--- src/tspg_pkg.sv ---
package tspg_pkg;

   // Configuration register indexes
   typedef enum logic [1:0] {
      CSR_START_DELAY     = 2'd0,
      CSR_MIN_DELAY       = 2'd1,
      CSR_DELAY_CHANGE    = 2'd2,
      CSR_DIRECTION_LEVEL = 2'd3
   } csr_index_type;

   localparam int unsigned STEP_COUNT_WIDTH   = 16;
   localparam int unsigned CFG_DELAY_WIDTH    = 16;
   localparam int unsigned CFG_CHANGE_WIDTH   = 8;
   localparam int unsigned CSR_DATA_WIDTH     = 16;

   localparam logic [CFG_DELAY_WIDTH-1:0]  START_DELAY_RESET  = 16'd2000;
   localparam logic [CFG_DELAY_WIDTH-1:0]  MIN_DELAY_RESET    = 16'd500;
   localparam logic [CFG_CHANGE_WIDTH-1:0] DELAY_CHANGE_RESET = 8'd5;
   localparam logic                        DIRECTION_RESET    = 1'b1;

   // Input word opcodes
   localparam logic OP_TICK  = 1'b0;
   localparam logic OP_START = 1'b1;

   typedef struct packed {
      logic [CFG_DELAY_WIDTH-1:0]  start_delay;
      logic [CFG_DELAY_WIDTH-1:0]  min_delay;
      logic [CFG_CHANGE_WIDTH-1:0] delay_change;
      logic                        direction_level;
   } cfg_type;

   typedef struct packed {
      logic step_level;
      logic dir_level;
      logic busy_res;
      logic move_done;
   } rsp_type;

endpackage

--- src/tspg_ramp.sv ---
// Half-period update applied when a pulse completes.
module tspg_ramp #(
   parameter int unsigned COUNT_WIDTH = 16,
   parameter int unsigned DELAY_WIDTH = 16
) (
   input  logic [COUNT_WIDTH-1:0]                 step_index,
   input  logic [COUNT_WIDTH-1:0]                 total_steps,
   input  logic [COUNT_WIDTH-3:0]                 ramp_steps,
   input  logic [DELAY_WIDTH-1:0]                 half_period,
   input  logic [DELAY_WIDTH-1:0]                 start_delay,
   input  logic [DELAY_WIDTH-1:0]                 min_delay,
   input  logic [tspg_pkg::CFG_CHANGE_WIDTH-1:0]  delay_change,
   output logic [DELAY_WIDTH-1:0]                 half_period_next
);

   localparam int unsigned CHG_PAD = DELAY_WIDTH + 1 - tspg_pkg::CFG_CHANGE_WIDTH;

   logic [COUNT_WIDTH-1:0] ramp_ext;
   logic [COUNT_WIDTH-1:0] decel_start;
   logic [DELAY_WIDTH:0]   hp_ext;
   logic [DELAY_WIDTH:0]   chg_ext;
   logic [DELAY_WIDTH:0]   chg_plus1;
   logic [DELAY_WIDTH:0]   rise_sum;
   logic                   accel;
   logic                   decel;

   always_comb begin
      ramp_ext    = {2'b00, ramp_steps};
      decel_start = total_steps - ramp_ext;
      hp_ext      = {1'b0, half_period};
      chg_ext     = {{CHG_PAD{1'b0}}, delay_change};
      chg_plus1   = chg_ext + {{DELAY_WIDTH{1'b0}}, 1'b1};
      rise_sum    = hp_ext + chg_ext;
      accel       = (step_index < ramp_ext) && (half_period > min_delay);
      decel       = (step_index > decel_start) && (half_period < start_delay);

      half_period_next = half_period;
      if (accel) begin
         if (hp_ext > chg_plus1) begin
            half_period_next = half_period - chg_ext[DELAY_WIDTH-1:0];
         end else begin
            half_period_next = {{(DELAY_WIDTH-1){1'b0}}, 1'b1};
         end
      end else if (decel) begin
         // saturate at full scale
         if (rise_sum[DELAY_WIDTH]) begin
            half_period_next = {DELAY_WIDTH{1'b1}};
         end else begin
            half_period_next = rise_sum[DELAY_WIDTH-1:0];
         end
      end
   end

endmodule

--- src/tspg_core.sv ---
// Move state and per-word update. State advances on each word passed in.
module tspg_core #(
   parameter int unsigned COUNT_WIDTH = 16,
   parameter int unsigned DELAY_WIDTH = 16
) (
   input  logic                                   clock,
   input  logic                                   reset,
   input  logic                                   fire,
   input  logic                                   opcode,
   input  logic [tspg_pkg::STEP_COUNT_WIDTH-1:0]  step_count,
   input  tspg_pkg::cfg_type                      cfg,
   output tspg_pkg::rsp_type                      rsp
);

   logic                   active_ff,       active_in;
   logic [COUNT_WIDTH-1:0] total_steps_ff,  total_steps_in;
   logic [COUNT_WIDTH-3:0] ramp_steps_ff,   ramp_steps_in;
   logic [COUNT_WIDTH-1:0] step_index_ff,   step_index_in;
   logic [DELAY_WIDTH-1:0] half_period_ff,  half_period_in;
   logic [DELAY_WIDTH-1:0] tick_counter_ff, tick_counter_in;
   logic                   pulse_phase_ff,  pulse_phase_in;

   logic [COUNT_WIDTH+tspg_pkg::STEP_COUNT_WIDTH-1:0] count_ext;
   logic [DELAY_WIDTH+tspg_pkg::CFG_DELAY_WIDTH-1:0]  sd_ext;
   logic [DELAY_WIDTH+tspg_pkg::CFG_DELAY_WIDTH-1:0]  md_ext;
   logic [COUNT_WIDTH-1:0] n_val;
   logic [DELAY_WIDTH-1:0] sd_val;
   logic [DELAY_WIDTH-1:0] md_val;
   logic [DELAY_WIDTH-1:0] tick_next;
   logic [COUNT_WIDTH-1:0] index_next;
   logic [DELAY_WIDTH-1:0] hp_ramped;
   logic                   done;

   assign count_ext = {{COUNT_WIDTH{1'b0}}, step_count};
   assign sd_ext    = {{DELAY_WIDTH{1'b0}}, cfg.start_delay};
   assign md_ext    = {{DELAY_WIDTH{1'b0}}, cfg.min_delay};
   assign n_val     = count_ext[COUNT_WIDTH-1:0];
   assign sd_val    = sd_ext[DELAY_WIDTH-1:0];
   assign md_val    = md_ext[DELAY_WIDTH-1:0];

   tspg_ramp #(
      .COUNT_WIDTH (COUNT_WIDTH),
      .DELAY_WIDTH (DELAY_WIDTH)
   ) u_ramp (
      .step_index       (step_index_ff),
      .total_steps      (total_steps_ff),
      .ramp_steps       (ramp_steps_ff),
      .half_period      (half_period_ff),
      .start_delay      (sd_val),
      .min_delay        (md_val),
      .delay_change     (cfg.delay_change),
      .half_period_next (hp_ramped)
   );

   always_comb begin
      active_in       = active_ff;
      total_steps_in  = total_steps_ff;
      ramp_steps_in   = ramp_steps_ff;
      step_index_in   = step_index_ff;
      half_period_in  = half_period_ff;
      tick_counter_in = tick_counter_ff;
      pulse_phase_in  = pulse_phase_ff;
      done            = 1'b0;
      tick_next       = tick_counter_ff + {{(DELAY_WIDTH-1){1'b0}}, 1'b1};
      index_next      = step_index_ff + {{(COUNT_WIDTH-1){1'b0}}, 1'b1};

      if (opcode == tspg_pkg::OP_START) begin
         // start while busy is dropped
         if (!active_ff) begin
            if (n_val == '0) begin
               done           = 1'b1;
               pulse_phase_in = 1'b0;
            end else begin
               active_in       = 1'b1;
               total_steps_in  = n_val;
               ramp_steps_in   = n_val[COUNT_WIDTH-1:2];
               step_index_in   = '0;
               half_period_in  = sd_val;
               tick_counter_in = '0;
               pulse_phase_in  = 1'b1;
            end
         end
      end else if (active_ff) begin
         tick_counter_in = tick_next;
         // wrap to zero also ends the half (zero half period)
         if ((tick_next >= half_period_ff) || (tick_next == '0)) begin
            tick_counter_in = '0;
            if (pulse_phase_ff) begin
               pulse_phase_in = 1'b0;
            end else begin
               half_period_in = hp_ramped;
               step_index_in  = index_next;
               if (index_next >= total_steps_ff) begin
                  active_in      = 1'b0;
                  done           = 1'b1;
                  pulse_phase_in = 1'b0;
               end else begin
                  pulse_phase_in = 1'b1;
               end
            end
         end
      end

      rsp.step_level = pulse_phase_in;
      rsp.dir_level  = cfg.direction_level;
      rsp.busy_res   = active_in;
      rsp.move_done  = done;
   end

   always_ff @(posedge clock) begin
      if (reset) begin
         active_ff       <= 1'b0;
         total_steps_ff  <= '0;
         ramp_steps_ff   <= '0;
         step_index_ff   <= '0;
         half_period_ff  <= '0;
         tick_counter_ff <= '0;
         pulse_phase_ff  <= 1'b0;
      end else if (fire) begin
         active_ff       <= active_in;
         total_steps_ff  <= total_steps_in;
         ramp_steps_ff   <= ramp_steps_in;
         step_index_ff   <= step_index_in;
         half_period_ff  <= half_period_in;
         tick_counter_ff <= tick_counter_in;
         pulse_phase_ff  <= pulse_phase_in;
      end
   end

endmodule

--- src/trapezoid_step_pulse_generator_top.sv ---
// Trapezoidal step pulse generator. Each input word is either a one-tick
// time step or a start command carrying the pulse count N; each word gives
// exactly one result word with the step pin level, direction pin level,
// busy flag and a done flag on the word where the last pulse ends. Pulses
// are D ticks high and D ticks low; D starts at start_delay, shrinks by
// delay_change over the first N/4 pulses (down to min_delay) and grows back
// over the last N/4. The block takes one word per clock cycle while the
// result side is not stalled; each word goes through one input register,
// then a single pass of counter/compare logic into the result register.
// The result register and the input register are separated, so one more
// word is taken while a result waits; the input stalls only when both
// hold a word and the result is stalled. A start while busy is ignored;
// N = 0 reports done at once. Configuration must be written only while no
// word is in flight; the block itself does not enforce this. A write made
// during a move applies from the next word on.
module trapezoid_step_pulse_generator_top #(
   parameter int unsigned COUNT_WIDTH = 16,
   parameter int unsigned DELAY_WIDTH = 16
) (
   input  logic                                   clock,
   input  logic                                   reset,
   // input word channel
   input  logic                                   req_valid,
   output logic                                   req_stall,
   input  logic                                   req_opcode,
   input  logic [tspg_pkg::STEP_COUNT_WIDTH-1:0]  req_step_count,
   // result word channel
   output logic                                   rsp_valid,
   input  logic                                   rsp_stall,
   output logic                                   rsp_step_level,
   output logic                                   rsp_dir_level,
   output logic                                   rsp_busy_res,
   output logic                                   rsp_move_done,
   // configuration write port
   input  logic                                   csr_wr_en,
   input  tspg_pkg::csr_index_type                csr_index,
   input  logic [tspg_pkg::CSR_DATA_WIDTH-1:0]    csr_wdata
);

   tspg_pkg::cfg_type cfg_ff, cfg_in;

   // input register
   logic                                  s1_valid_ff, s1_valid_in;
   logic                                  s1_opcode_ff;
   logic [tspg_pkg::STEP_COUNT_WIDTH-1:0] s1_count_ff;

   // result register
   logic                                  rsp_valid_ff, rsp_valid_in;
   tspg_pkg::rsp_type                     rsp_ff;
   tspg_pkg::rsp_type                     core_rsp;

   logic req_accept;
   logic s1_move;
   logic fire;

   // ---------------- configuration ----------------
   always_comb begin
      cfg_in = cfg_ff;
      if (csr_wr_en) begin
         unique case (csr_index)
            tspg_pkg::CSR_START_DELAY:     cfg_in.start_delay = csr_wdata;
            tspg_pkg::CSR_MIN_DELAY:       cfg_in.min_delay   = csr_wdata;
            tspg_pkg::CSR_DELAY_CHANGE:
               cfg_in.delay_change = csr_wdata[tspg_pkg::CFG_CHANGE_WIDTH-1:0];
            tspg_pkg::CSR_DIRECTION_LEVEL: cfg_in.direction_level = csr_wdata[0];
            default:                       cfg_in = cfg_ff;
         endcase
      end
   end

   always_ff @(posedge clock) begin
      if (reset) begin
         cfg_ff.start_delay     <= tspg_pkg::START_DELAY_RESET;
         cfg_ff.min_delay       <= tspg_pkg::MIN_DELAY_RESET;
         cfg_ff.delay_change    <= tspg_pkg::DELAY_CHANGE_RESET;
         cfg_ff.direction_level <= tspg_pkg::DIRECTION_RESET;
      end else begin
         cfg_ff <= cfg_in;
      end
   end

   // ---------------- handshake ----------------
   // stage 1 drains when the result register is empty or being taken
   assign s1_move    = !rsp_valid_ff || !rsp_stall;
   assign fire       = s1_valid_ff && s1_move;
   assign req_stall  = s1_valid_ff && !s1_move;
   assign req_accept = req_valid && !req_stall;

   always_comb begin
      s1_valid_in = s1_valid_ff;
      if (req_accept) begin
         s1_valid_in = 1'b1;
      end else if (fire) begin
         s1_valid_in = 1'b0;
      end

      rsp_valid_in = rsp_valid_ff;
      if (fire) begin
         rsp_valid_in = 1'b1;
      end else if (!rsp_stall) begin
         rsp_valid_in = 1'b0;
      end
   end

   always_ff @(posedge clock) begin
      if (reset) begin
         s1_valid_ff  <= 1'b0;
         rsp_valid_ff <= 1'b0;
      end else begin
         s1_valid_ff  <= s1_valid_in;
         rsp_valid_ff <= rsp_valid_in;
      end
   end

   always_ff @(posedge clock) begin
      if (req_accept) begin
         s1_opcode_ff <= req_opcode;
         s1_count_ff  <= req_step_count;
      end
      if (fire) begin
         rsp_ff <= core_rsp;
      end
   end

   // ---------------- move engine ----------------
   tspg_core #(
      .COUNT_WIDTH (COUNT_WIDTH),
      .DELAY_WIDTH (DELAY_WIDTH)
   ) u_core (
      .clock      (clock),
      .reset      (reset),
      .fire       (fire),
      .opcode     (s1_opcode_ff),
      .step_count (s1_count_ff),
      .cfg        (cfg_ff),
      .rsp        (core_rsp)
   );

   assign rsp_valid      = rsp_valid_ff;
   assign rsp_step_level = rsp_ff.step_level;
   assign rsp_dir_level  = rsp_ff.dir_level;
   assign rsp_busy_res   = rsp_ff.busy_res;
   assign rsp_move_done  = rsp_ff.move_done;

   // ---------------- checks ----------------
   // a finished move is never reported as still busy
   a_done_not_busy: assert property (@(posedge clock) disable iff (reset)
      rsp_valid_ff && rsp_ff.move_done |-> !rsp_ff.busy_res)
      else $error("move_done with busy set");

   // step pin is low whenever no move runs
   a_idle_step_low: assert property (@(posedge clock) disable iff (reset)
      rsp_valid_ff && !rsp_ff.busy_res |-> !rsp_ff.step_level)
      else $error("step high while idle");

   // a word handed to the engine always shows up as a result next cycle
   a_fire_to_rsp: assert property (@(posedge clock) disable iff (reset)
      fire |=> rsp_valid_ff)
      else $error("result lost after engine update");

   // input register only pushes back when it holds a word
   a_stall_needs_word: assert property (@(posedge clock) disable iff (reset)
      req_stall |-> s1_valid_ff && rsp_valid_ff)
      else $error("input stalled with free pipeline");

endmodule

--- config.mk ---
export PLATFORM = sky130hd
export DESIGN_NAME = trapezoid_step_pulse_generator_top
export DESIGN_NICKNAME = d
export VERILOG_FILES = /design/src/tspg_pkg.sv /design/src/tspg_ramp.sv /design/src/tspg_core.sv /design/src/trapezoid_step_pulse_generator_top.sv
export SDC_FILE = /design/constraint.sdc
export NUM_CORES = 1
export LEC_CHECK = 0
export BUFFER_PORTS_ARGS = -buffer_cell sky130_fd_sc_hd__buf_2
export CORE_MARGIN = 2
export CORE_UTILIZATION = 50
export DETAILED_ROUTE_END_ITERATION = 6
export PLACE_DENSITY = 0.67
export SYNTH_ARGS = -nofsm -noshare
export SYNTH_HDL_FRONTEND = slang
export SYNTH_SLANG_ARGS = --single-unit
--- constraint.sdc ---
create_clock -name clock -period 6.97 [get_ports clock]
set_input_delay 0.3485 -clock clock [delete_from_list [all_inputs] [get_ports clock]]
set_output_delay 0.3485 -clock clock [all_outputs]
set_load 0.02 [all_outputs]
## Yosys cells after proc, flatten, opt, wreduce, memory -nomap -nowiden

Index checks and enable logic that the tools add are counted.
Widths: inputs -> output; s select.

| word-level totals | value |
|---|---|
| bits in registers | 144 |
| bits in latches | 0 |
| bits in writable memories | 0 |
| memories | 0 |
| logic and storage cells | 109 |
| ROM bits | 0 |
| output and inout port bits | 6 |
| input port bits | 40 |

| operators by class | value |
|---|---|
| magnitude comparators | 7 |
| multiply operators | 0 |
| shift operators | 0 |
| add/sub/neg operators | 6 |
| divide/modulo/power cells | 0 |
| bitwise gates (word level) | 2 |
| muxes and demuxes | 42 |
| reductions and logical operators | 26 |
| equal/unequal tests | 7 |

Operators with widths:

| kind | count |
|---|---|
| $mux 16 | 19 |
| $add 16x1->16 const B | 2 |
| $ge 16x16->1 | 2 |
| $gt 16x16->1 | 2 |
| $logic_not 16->1 | 2 |
| $mux 1 | 23 |
| $add 16x8->17 | 1 |
| $gt 16x9->1 | 1 |
| $lt 16x14->1 | 1 |
| $lt 16x16->1 | 1 |
| $sub 16x14->16 | 1 |
| $sub 16x8->16 | 1 |
| $add 8x1->9 const B | 1 |
| $reduce_and 2->1 | 4 |
| $reduce_and 4->1 | 2 |
| $reduce_and 7->1 | 1 |
| $reduce_and 6->1 | 1 |
| $reduce_bool 2->1 | 3 |
| $logic_and 1x1->1 | 5 |
| $eq 2x2->1 const B | 2 |
| $logic_not 1->1 | 4 |
| $ne 2x1->1 const B | 2 |
| $ne 2x2->1 const B | 2 |
| $reduce_bool 3->1 | 1 |
| other kinds (4) | 6 |

## Depth between registers and ports, before layout

| depth | value |
|---|---|
| word-level depth | 9 |
| gate-level depth with buffers | 24 |

## By module

Synthesis repeated with hierarchy kept, for this count alone.

| unflattened totals | value |
|---|---|
| cells, all modules | 1289 |
| area total of the unflattened synthesis | 10849.2 um^2 |

Modules (own cells, without submodules):

| module | cells each | area an instance (um^2) | times used |
|---|---|---|---|
| tspg_core | 559 | 4541.9 | 1 |
| tspg_ramp | 535 | 3911.3 | 1 |
| trapezoid_step_pulse_generator_top | 195 | 2396.0 | 1 |

## Least setup slack after synthesis

Ideal clock, no wire load.

| timing | value |
|---|---|
| path type | register to register |
| start | reg u_core.ramp_steps_ff[0] |
| end | reg u_core.half_period_ff[12] |
| buffers on the path | 1 |
| period minus slack after synthesis | 4.040 ns |
| arrival time | 3.969 ns |
| cell stages (with the launch flop) | 23 |
| required time | 6.900 ns |
| setup slack | 2.930 ns |
| path through | dfxtp_1 ha_1 inv_1 fa_1 a21o_1 a21oi_1 o21ba_2 o21ai_0 a21oi_1 a21oi_1 a21o_1 a21oi_1 xnor2_1 ha_1 nand4_1 a2111o_1 o211ai_1 o211ai_1 a31oi_1 o21ai_1 buf_2 a211o_1 a21oi_1 |

| on the way | value |
|---|---|
| word-level cells in the longest chain between the ends | 7 |
| elaborated cells on any way between the ends | 12 |
| classes of those cells | add/sub (1); order compare (2); mux (5); reduce/logical (4) |

RTL lines:

| what | RTL line | text |
|---|---|---|
| start: declaration | tspg_core.sv:17 | `logic [COUNT_WIDTH-3:0] ramp_steps_ff, ramp_steps_in;` |
| start signal: assignment | tspg_core.sv:122 | `ramp_steps_ff <= ramp_steps_in;` |
| branches (longest 7 deep; another with $sub 16x14->16) | - |  |
| end signal: assignment | tspg_core.sv:124 | `half_period_ff <= half_period_in;` |
| end: declaration | tspg_core.sv:19 | `logic [DELAY_WIDTH-1:0] half_period_ff, half_period_in;` |

Parallel ways; which one is timed is not known. The select of a mux whose other input is x is not followed.
A chain may end at the register's enable or synchronous reset.

## Worst setup path after layout

| timing | value |
|---|---|
| start | reg u_core.ramp_steps_ff[0] |
| end | reg u_core.half_period_ff[6] |

Same word-level chain as after synthesis.

==> impl_results.md <==
- Crit path max fanout: 31
- Syn Inst Count: 1,231
- Area Growth Syn to Fin: 9.65%
- Post-synth top area share: 0.218
- RSZ-0062 raised after global routing: no
- Hold Crit Depth: 1
- Largest net degree at the start of global routing: 49
- Fin nets: 1,419
- CTS sink count: 130
- Post-Route Skew: 0.0118 ns
- Top_reg_cell synth: dfxtp_1
- Most common cell in the synthesized netlist: nand2_1
- Syn Nets: 1,409
- Met1 GRT Util: 0.365
- FMAX: 214 MHz
- Critical Path RT: 7.31 ns
- First-pass GRT wire length: 42,300 um
- Slowest CP cell: dfxtp_1
- Final Instance Count excl. Fillers: 1,519
- Post-Syn Area: 10,000 um^2
- Final worst-path cycle share: 0.670
- Arr. time, crit path: 5.02 ns
- Placer Congestion: 0.874
- Vias in the first global route: 8,160
- Site Rows: 51
- Min Tclk post-route: 4.67 ns
- Mean Syn Cell Area: 8.12 um^2
- N_diodes: 0
- Synth Register Bits: 130
- Met2 Track Usage GR: 0.362
- Initial core utilization: 0.512
- Initial drt markers: 507
- Fin. Hold Viols: 0
- Max Slew Vio Count: 0
- WL/cell: 16.6 um
- Reg clk slew, reported paths: 0.07 ns
- Global Route met3 Usage: 0.0436
- Dpl cells: 1,487
- CTS Hold Bufs: 0
- Vias: 8,694
- Number of clock buffers inserted by TritonCTS: 17
- Distinct cells, synth: 77
- H-Tree Depth: 4
- Lkg Pwr: 4.72 nW
- Power per standard cell area: 191 nW/um^2
- Final WL: 25,300 um
- Yosys warning count: 0
- Layout cells sized above 1: 0.0917
- Synth area leaders: dfxtp_1 (22%), ha_1 (17%), edfxtp_1 (6.3%)
- Clk buf depth: 2
- Maxcap violations: 0
- Number of synthesized flops with an enable pin: 21
- Placed Area: 10,400 um^2
- Synth async-reset ratio: 0
- Worst vdd ir: 0.000194 V
- Outcome: finished, final reports clean
- Via/cell ratio: 5.72
- Initial antenna violation count: 0
- Root buffer cell: clkbuf_16
- Hpwl dp: 18,700 um
- Worst-margin pin slew: 1.17 ns
- Die Height: 145 um
- Congestion Overflow GR: 0
- WS Path Type: reg2reg
- Worst path max stage delay: 0.41 ns
- Stages on the worst setup path: 21
- CP most frequent cell: a21oi_1
- FF-to-FF path depth: 21
- Register area: 2810 um^2
- DR pass1 iterations: 5
- Synth top cells by count: nand2_1 (141), ha_1 (135), a21oi_1 (120)
- Setup bufs post-CTS: 0
- Port bufs: 45
- DIE AREA: 21,100 um^2
- Synth area leader: dfxtp_1
- Setup violations, final: 0
- Number of I/O pins: 46
- Cell Chain, Critical Path: ha_1, inv_1, fa_1, a21o_1, a21oi_1, o21ba_2, o21ai_0, a21oi_1, a21oi_1, a21o_1, a21oi_1, xnor2_1, ha_1, nand4_1, a2111o_1, o211ai_1, o211ai_1, a31oi_1, o21ai_2, a211o_1, a21oi_1
- Startpoint types: flip-flop
- Core Area: 19,500 um^2
- Die width: 145 um
- Worst Setup End Kind: flip-flop
- TritonCTS clock tree: built
- Fill cell count: 1,854
- Cts repair resizes: 0
- Final core utilization: 0.562
- All-Layer GR Usage: 0.243
- Placement Setup Slack: 2.38 ns
- Post-Route Setup TNS: 0 ns
- Remaining DRCs: 0
- Buf+Inv Stages, Crit Path: 1
- Multi-input logic area: 6570 um^2
- Slew margin rel.: 0.220
- Final antenna-violating net count: 0
- Setup WS post-layout: 2.30 ns
- CP delay by family, top: compound AO/OA/AOI/OAI gates
- Seq/Total Area, Yosys: 0.281
- Gr busiest metal: met1
- Clk_lat worst skew: 0.42 ns
- Worst hold path class: in2reg
- Design Area, Final: 11,000 um^2
-- metrics by stage --
| stage | hold WS (ns) | power, mW |
|---|---|---|
| floorplan | 0.408 | 1.09 |
| global placement | 0.443 | 1.18 |
| detailed placement | 0.448 | 1.19 |
| CTS | 0.0805 | 2.11 |
| global route | 0.0777 | 2.19 |
| finish | 0.0955 | 2.09 |
-- state kept, by name (all words and copies together) (netlist names), 2 cells and up --
name and count:
u_core.step_index_ff 16, u_core.half_period_ff 16, cfg_ff 41, u_core.total_steps_ff 2, u_core.tick_counter_ff 16, u_core.ramp_steps_ff 14
s1_count_ff 16
-- worst reg2reg max path, stage by stage, from the launching register on --
cell      delay [ns]
dfxtp_1         0.41
ha_1            0.20
inv_1           0.06
fa_1            0.40
a21o_1          0.17
a21oi_1         0.21
o21ba_2         0.17
o21ai_0         0.11
a21oi_1         0.20
a21oi_1         0.12
a21o_1          0.18
a21oi_1         0.17
xnor2_1         0.09
ha_1            0.31
nand4_1         0.15
a2111o_1        0.31
o211ai_1        0.11
o211ai_1        0.13
a31oi_1         0.22
o21ai_2         0.34
a211o_1         0.40
a21oi_1         0.14
-- power by group --
group / switching [mW] / internal [mW]
sequential: 0.0228 / 0.788
combinational: 0.219 / 0.145
clock: 0.376 / 0.543
-- path summary, 6_finish.rpt --
kind	endpoint	from	slack, ns
worst max register to register	u_core.half_period_ff[6]	u_core.ramp_steps_ff[0]	2.30
worst min-delay path	s1_count_ff[4]	req_step_count[4]	0.1
worst max-delay path	u_core.half_period_ff[6]	u_core.ramp_steps_ff[0]	2.30
worst min register to register	cfg_ff[12]	cfg_ff[12]	0.46
-- cells by family (layout without fill, tap and decap cells) --
kind of cell / after synthesis / count (layout) / share of synthesized area
muxes: 21 / 21 / 0.0210
DFF: 130 / 130 / 0.281
buffers and inverters: 159 / 182 / 0.0633
AOI/OAI and AO/OA: 299 / 299 / 0.195
xor gates and xnor gates: 62 / 62 / 0.0550
and+or+nand+nor: 422 / 422 / 0.210
adders and majority gates: 138 / 138 / 0.175
-- routing by layer --
metal | up-vias | part of all wire | wire length [um]
li1 | 4429 | - | -
met1 | 4012 | 0.51 | 13000
met2 | 228 | 0.42 | 10500
met3 | 25 | 0.058 | 1450
met4 | 0 | 0.013 | 318
met5 | - | 0 | 0
-- placed cells by master (no fill, tap or decap), types with 21 or more instances in the layout --
cell type	count
nand2_1	141
ha_1	135
a21oi_1	120
dfxtp_1	109
inv_1	96
nor2_1	93
buf_2	45
o21ai_0	39
xnor2_1	37
nand4_1	32
nand3_1	28
o211ai_1	25
xor2_1	24
nor3_1	21
mux2i_1	21
edfxtp_1	21
-- final cells by class --
class                      count  area share
timing repair buffer          54      0.0267
clock buffer                  21      0.0440
clock inverter                11      0.0106
multi-input combinational    942       0.599
inverter                      96      0.0329
tap                          265      0.0302
sequential                   130       0.257
No activity file was read; power rests on OpenSTA's default activity.
